<file path="src/rtl/core/m3inv_pkg.sv">
package m3inv_pkg;

    localparam int DATA_WIDTH = 32;
    localparam int FRAC_BITS  = 16;

    localparam int DW   = DATA_WIDTH;
    // cofactor: difference of two DW x DW products
    localparam int CW   = 2 * DW + 1;
    // low part of a cofactor when it is split for the determinant multiplies
    localparam int LW   = CW - DW;
    // determinant: sum of three DW x CW products
    localparam int DETW = DW + CW + 2;
    localparam int CMW  = CW - 1;
    localparam int DMW  = DETW - 1;
    localparam int SHW  = DETW - LW;

    // rounding numerator |C| * 2^(2F+1) + |D|
    localparam int NUMA = CMW + 2 * FRAC_BITS + 1;
    localparam int NUMW = ((NUMA > DMW) ? NUMA : DMW) + 1;
    // divider remainder: holds the numerator and the divisor shifted by DW
    localparam int RW   = ((NUMW > DETW + DW) ? NUMW : DETW + DW) + 1;

    // divider stages: load, overflow test, then one quotient bit each
    localparam int NST  = DW + 2;

    localparam int QD   = 4;
    localparam int QAW  = $clog2(QD);

    // operands of each cofactor: C = a[P]*a[Q] - a[R]*a[S]
    localparam int CF_P [9] = '{4, 2, 1, 5, 0, 2, 3, 1, 0};
    localparam int CF_Q [9] = '{8, 7, 5, 6, 8, 3, 7, 6, 4};
    localparam int CF_R [9] = '{5, 1, 2, 3, 2, 0, 4, 0, 1};
    localparam int CF_S [9] = '{7, 8, 4, 8, 6, 5, 6, 7, 3};

    typedef struct packed {
        logic signed [DW-1:0] a00;
        logic signed [DW-1:0] a01;
        logic signed [DW-1:0] a02;
        logic signed [DW-1:0] a10;
        logic signed [DW-1:0] a11;
        logic signed [DW-1:0] a12;
        logic signed [DW-1:0] a20;
        logic signed [DW-1:0] a21;
        logic signed [DW-1:0] a22;
    } t_in;

    typedef struct packed {
        logic signed [DW-1:0] b00;
        logic signed [DW-1:0] b01;
        logic signed [DW-1:0] b02;
        logic signed [DW-1:0] b10;
        logic signed [DW-1:0] b11;
        logic signed [DW-1:0] b12;
        logic signed [DW-1:0] b20;
        logic signed [DW-1:0] b21;
        logic signed [DW-1:0] b22;
        logic                 singular;
    } t_out;

    typedef struct packed {
        logic [8:0][CMW-1:0] cmag;
        logic [8:0]          cneg;
        logic [DMW-1:0]      dmag;
        logic                dneg;
        logic                sing;
    } t_qentry;

    typedef struct packed {
        logic full;
        logic empty;
    } t_qstat;

    typedef struct packed {
        logic [8:0][RW-1:0] rem;
        logic [8:0][DW-1:0] q;
        logic [8:0]         ovf;
        logic [8:0]         cneg;
        logic [DETW-1:0]    den;
        logic               dneg;
        logic               sing;
    } t_dstage;

endpackage

</file>
<file path="src/rtl/core/m3inv_queue.sv">
module m3inv_queue (
    input  logic               i_clk,
    input  logic               i_rst_n,
    input  logic               i_push,
    input  m3inv_pkg::t_qentry i_entry,
    input  logic               i_pop,
    output m3inv_pkg::t_qentry o_entry,
    output m3inv_pkg::t_qstat  o_stat
);

    localparam int QD  = m3inv_pkg::QD;
    localparam int QAW = m3inv_pkg::QAW;

    m3inv_pkg::t_qentry r_mem [QD];
    logic [QAW-1:0]     r_wp;
    logic [QAW-1:0]     r_rp;
    logic [QAW:0]       r_cnt;

    assign o_stat.full  = (r_cnt == (QAW+1)'(QD));
    assign o_stat.empty = (r_cnt == '0);
    assign o_entry      = r_mem[r_rp];

    always_ff @(posedge i_clk) begin
        if (i_push) begin
            r_mem[r_wp] <= i_entry;
        end
    end

    always_ff @(posedge i_clk) begin
        if (!i_rst_n) begin
            r_wp  <= '0;
            r_rp  <= '0;
            r_cnt <= '0;
        end else begin
            if (i_push) begin
                r_wp <= r_wp + 1'b1;
            end
            if (i_pop) begin
                r_rp <= r_rp + 1'b1;
            end
            case ({i_push, i_pop})
                2'b10:   r_cnt <= r_cnt + 1'b1;
                2'b01:   r_cnt <= r_cnt - 1'b1;
                default: r_cnt <= r_cnt;
            endcase
        end
    end

endmodule

</file>
<file path="config.mk">
export PLATFORM = sky130hd
export DESIGN_NAME = m3inv_queue
export DESIGN_NICKNAME = d
export VERILOG_FILES = /design/src/rtl/core/m3inv_pkg.sv /design/src/rtl/core/m3inv_queue.sv
export SDC_FILE = /design/constraint.sdc
export NUM_CORES = 2
export LEC_CHECK = 0
export ABC_AREA = 1
export BUFFER_PORTS_ARGS = -buffer_cell sky130_fd_sc_hd__buf_2
export CAP_MARGIN = 20
export CORE_AREA = 2 2 537 539
export DETAILED_ROUTE_END_ITERATION = 10
export DIE_AREA = 0 0 539 541
export GPL_TIMING_DRIVEN = 0
export PLACE_DENSITY_LB_ADDON = 0.05
export SYNTH_ARGS = -nofsm -noshare
export SYNTH_HDL_FRONTEND = slang
export SYNTH_SLANG_ARGS = --single-unit
export TNS_END_PERCENT = 50
</file>
<file path="constraint.sdc">
create_clock -name i_clk -period 19.4 [get_ports i_clk]
set_clock_uncertainty 0.2 [all_clocks]
set_input_delay 3.88 -clock i_clk [delete_from_list [all_inputs] [get_ports i_clk]]
set_output_delay 3.88 -clock i_clk [all_outputs]
set_load 0.01 [all_outputs]
</file>
==> flow_summary.yaml <==
outcome:
  run_status: "completed"
clock_network:
  clk_latency_ns: 0.87
  cts_num_sinks: 2749
  cts.path.max_buffers: 4
  cts_setup_buffers: 0
  post_cts_hold_buffer_count: 0
  post_cts.resized_instances: 0
  clockRootBuffer: "clkbuf_16"
  path_clk_slew_ns: 0.06
  numCtsBuffers: 307
  cts_h_tree_depth: 5
  cts_tree: "yes"
synthesis:
  yosysWarningCount: 0
  largest_cells_by_area_after_synthesis: "edfxtp_1 (81%), nor2_1 (5.1%), o22ai_1 (4.2%)"
  ys_async_sr_fraction_pct: 0
  syn-mean-instance-area_um2: 15.1
  ys_types: 20
  post_syn_instances: 6679
  ys_seq_elements: 2749
  syn_area_um2: 101000
  syn-num-nets: 7374
  synth_top_cell_area_share_pct: 81.4
  postSynth.topFlopCell: "edfxtp_1"
  synth_edf_count: 2740
  synth_top_cell_by_area: "edfxtp_1"
  synth_sequential_area_ratio_pct: 81.6
critical_path:
  startpoint_type: "flip-flop"
  endpoint_kind: "output port"
  critPathKind: "reg2out"
  reg2reg_setup_slack_ns: 16.12
  cp_common_cell: "buf_2"
  critPathMaxStageDelay_ns: 0.51
  worst_ep_arrival_time_ns: 3.90
  timing.critical_path.required_ns: 15.32
  critical_path.n_buffers_inverters: 5
  critPathTopFamily: "buffers and inverters"
  crit-reg2reg-capture: "r_mem[3][352]"
  path_cells: "buf_4 -> buf_6 -> buf_2 -> clkbuf_1 -> nor2_1 -> o22ai_1 -> buf_2"
  crit_path_top_delay_cell: "buf_2"
  worstPathMaxFanout: 12
  worst_r2r_path_depth: 6
  worstReg2RegStart: "r_wp[0]"
sta:
  totalNegativeSetupSlack_ns: 0
  report.final.setup_viol: 0
  final_count_of_pins_violating_max_slew: 0
  period_needed_ns: 7.98
  hold_viol: 0
  fmax_mhz: 125
  transition_time_of_the_tightest_slew_check_pin_ns: 1.12
  grt_setup_unrepaired: "false"
  slew_headroom_pct: 25.2
  post-route-worst-setup-slack_ns: 11.42
  fin_crit_share_pct: 41.1
layout:
  fin_util_pct: 43.2
  area_delta_synth_final_pct: 22.3
  finish.instance_area_um2: 124000
  layout-drive-gt1-share_pct: 23.2
  fillers: 26300
  final_net_count: 9093
global_routing:
  first_global_vias: 63000
  pin_count_of_the_biggest_net_entering_global_routing: 100
  groute.usage.overall_pct: 24.0
  grt_antenna_before_repair: 312
  grt_pass1_wl_um: 497000
  globalRoute.totalOverflow: 0
power_and_ir_drop:
  power_density_nw_per_um2: 113
  leakage_nw: 42.2
  total_power_mw: 13.9
  peakVddDrop_v: 0.0000811
hold_path:
  min-delay-start: "r_rp[1]"
  min_path_type: "reg2reg"
  hold_path_end: "r_rp[1]"
  min_path_cells: 1
detailed_routing:
  routed_len_inst_um: 28.9
  detail_route.iter0.violations: 5639
  routed_wirelength_um: 363000
  drtAntennaViolNets: 0
  drt-vias-per-instance: 5.18
  drt-pass1-iter-count: 5
  route.detailed.drc: 0
  via_count: 65000
die:
  dieWidth_um: 539
  initial_utilization_pct: 35.3
  std_cell_rows: 197
  core_area_um2: 286000
  die-height_um: 541
  top_level_ports: 1376
  dieArea_um2: 292000
placed_design:
  gp_routability_congestion: 0.810
  place_ws_ns: 12.07
  detailedPlacementHpwl_um: 244000
  dpl_cell_area_um2: 114000
  io_buffers: 1375
job:
  drv.max_cap_violation_count: 0
==> power by group <==
group | switching [mW] | leakage, nW | internal (mW)
Sequential | 0.0484 | 25.2 | 6.80
Combinational | 1.05 | 12.3 | 0.398
Clock | 2.43 | 4.70 | 3.20
Total | 3.53 | 42.2 | 10.4
==> flip-flops by register name, summed over array words and instances, names as in the netlist, named ones only <==
| signal | count |
|---|---|
| r_rp | 2 |
| r_cnt | 3 |
| r_mem | 2740 |
| r_wp | 2 |
==> cells in the mapped netlist, types with 2 or more instances <==
master	number
buf_4	44
nor2_1	1373
o21ai_0	628
a21oi_1	5
ha_1	5
o22ai_1	685
dfxtp_1	9
nand2_1	9
inv_2	2
nor3_1	2
buf_2	131
clkbuf_1	268
inv_1	15
edfxtp_1	2740
o21ai_1	748
buf_1	11
==> logic make-up (layout without fill, tap and decap cells) <==
family | Yosys count | count (layout) | synth area share, %
compound gates | 2066 | 2066 | 11.1
fa+ha+maj | 6 | 6 | 0.0817
buf+inv | 472 | 2432 | 2.09
flops | 2749 | 2749 | 81.6
other cells | 0 | 122 | 0
simple gates | 1386 | 1386 | 5.15
==> area by class of cell <==
class / count / area (um^2) / share of cell area, %
Antenna cell: 122 / 305 / 0.247
Buffer: 455 / 2050 / 1.66
Clock buffer: 374 / 7970 / 6.44
Clock inverter: 176 / 1690 / 1.37
Inverter: 17 / 93.8 / 0.0759
Multi-Input combinational cell: 3458 / 16500 / 13.3
Sequential cell: 2749 / 82500 / 66.7
Tap cell: 3781 / 4730 / 3.83
Timing Repair Buffer: 1410 / 7820 / 6.33
==> per-layer routing <==
metal,global-route usage [%],wire [um],up-vias
met4,9.48,14700,122
met3,9.33,37500,822
met1,28.9,138000,32300
met2,38.6,172000,2488
li1,-,-,29200
met5,0,764,-
==> worst max-delay path by stage <==
stage	depth (start not counted)	startpoint	end	slack, ns
final	7	flip-flop	o_entry[381]	11.42
after global placement	3	i_push	r_mem[3][491]	-12.50
after detailed placement	7	flip-flop	o_entry[381]	12.07
after global routing	7	flip-flop	o_entry[381]	11.16
after floorplan	2	i_push	r_mem[2][0]	1.17
after CTS	7	flip-flop	o_entry[381]	11.10
==> cells in the final DEF, fill, tap and decap left out, types with 2 or more instances in the layout <==
cell,instances
o21ai_1,748
nand2_1,9
clkbuf_1,332
buf_1,11
edfxtp_1,2740
buf_2,1506
diode_2,122
clkinv_8,8
clkinvlp_4,5
buf_4,44
a21oi_1,5
o22ai_1,685
clkinv_16,7
bufinv_16,19
inv_8,4
inv_2,2
o21ai_0,628
clkinv_2,49
clkinv_1,72
inv_1,11
buf_8,2
clkbuf_16,308
inv_16,8
buf_16,33
nor2_1,1373
clkinv_4,2
inv_6,6
nor3_1,2
dfxtp_1,9
ha_1,5
==> per-stage QoR <==
| step | std cells | hold slack [ns] |
|---|---|---|
| 2_1_floorplan | 6679 | 0.212 |
| 3_3_place_gp | 11800 | 0.223 |
| 3_5_place_dp | 11900 | 0.230 |
| 4_1_cts | 12400 | 0.238 |
| 5_1_grt | 12500 | 0.268 |
| 6_report | 12500 | 0.232 |
Note: power is estimated with default switching activity, not from simulation.
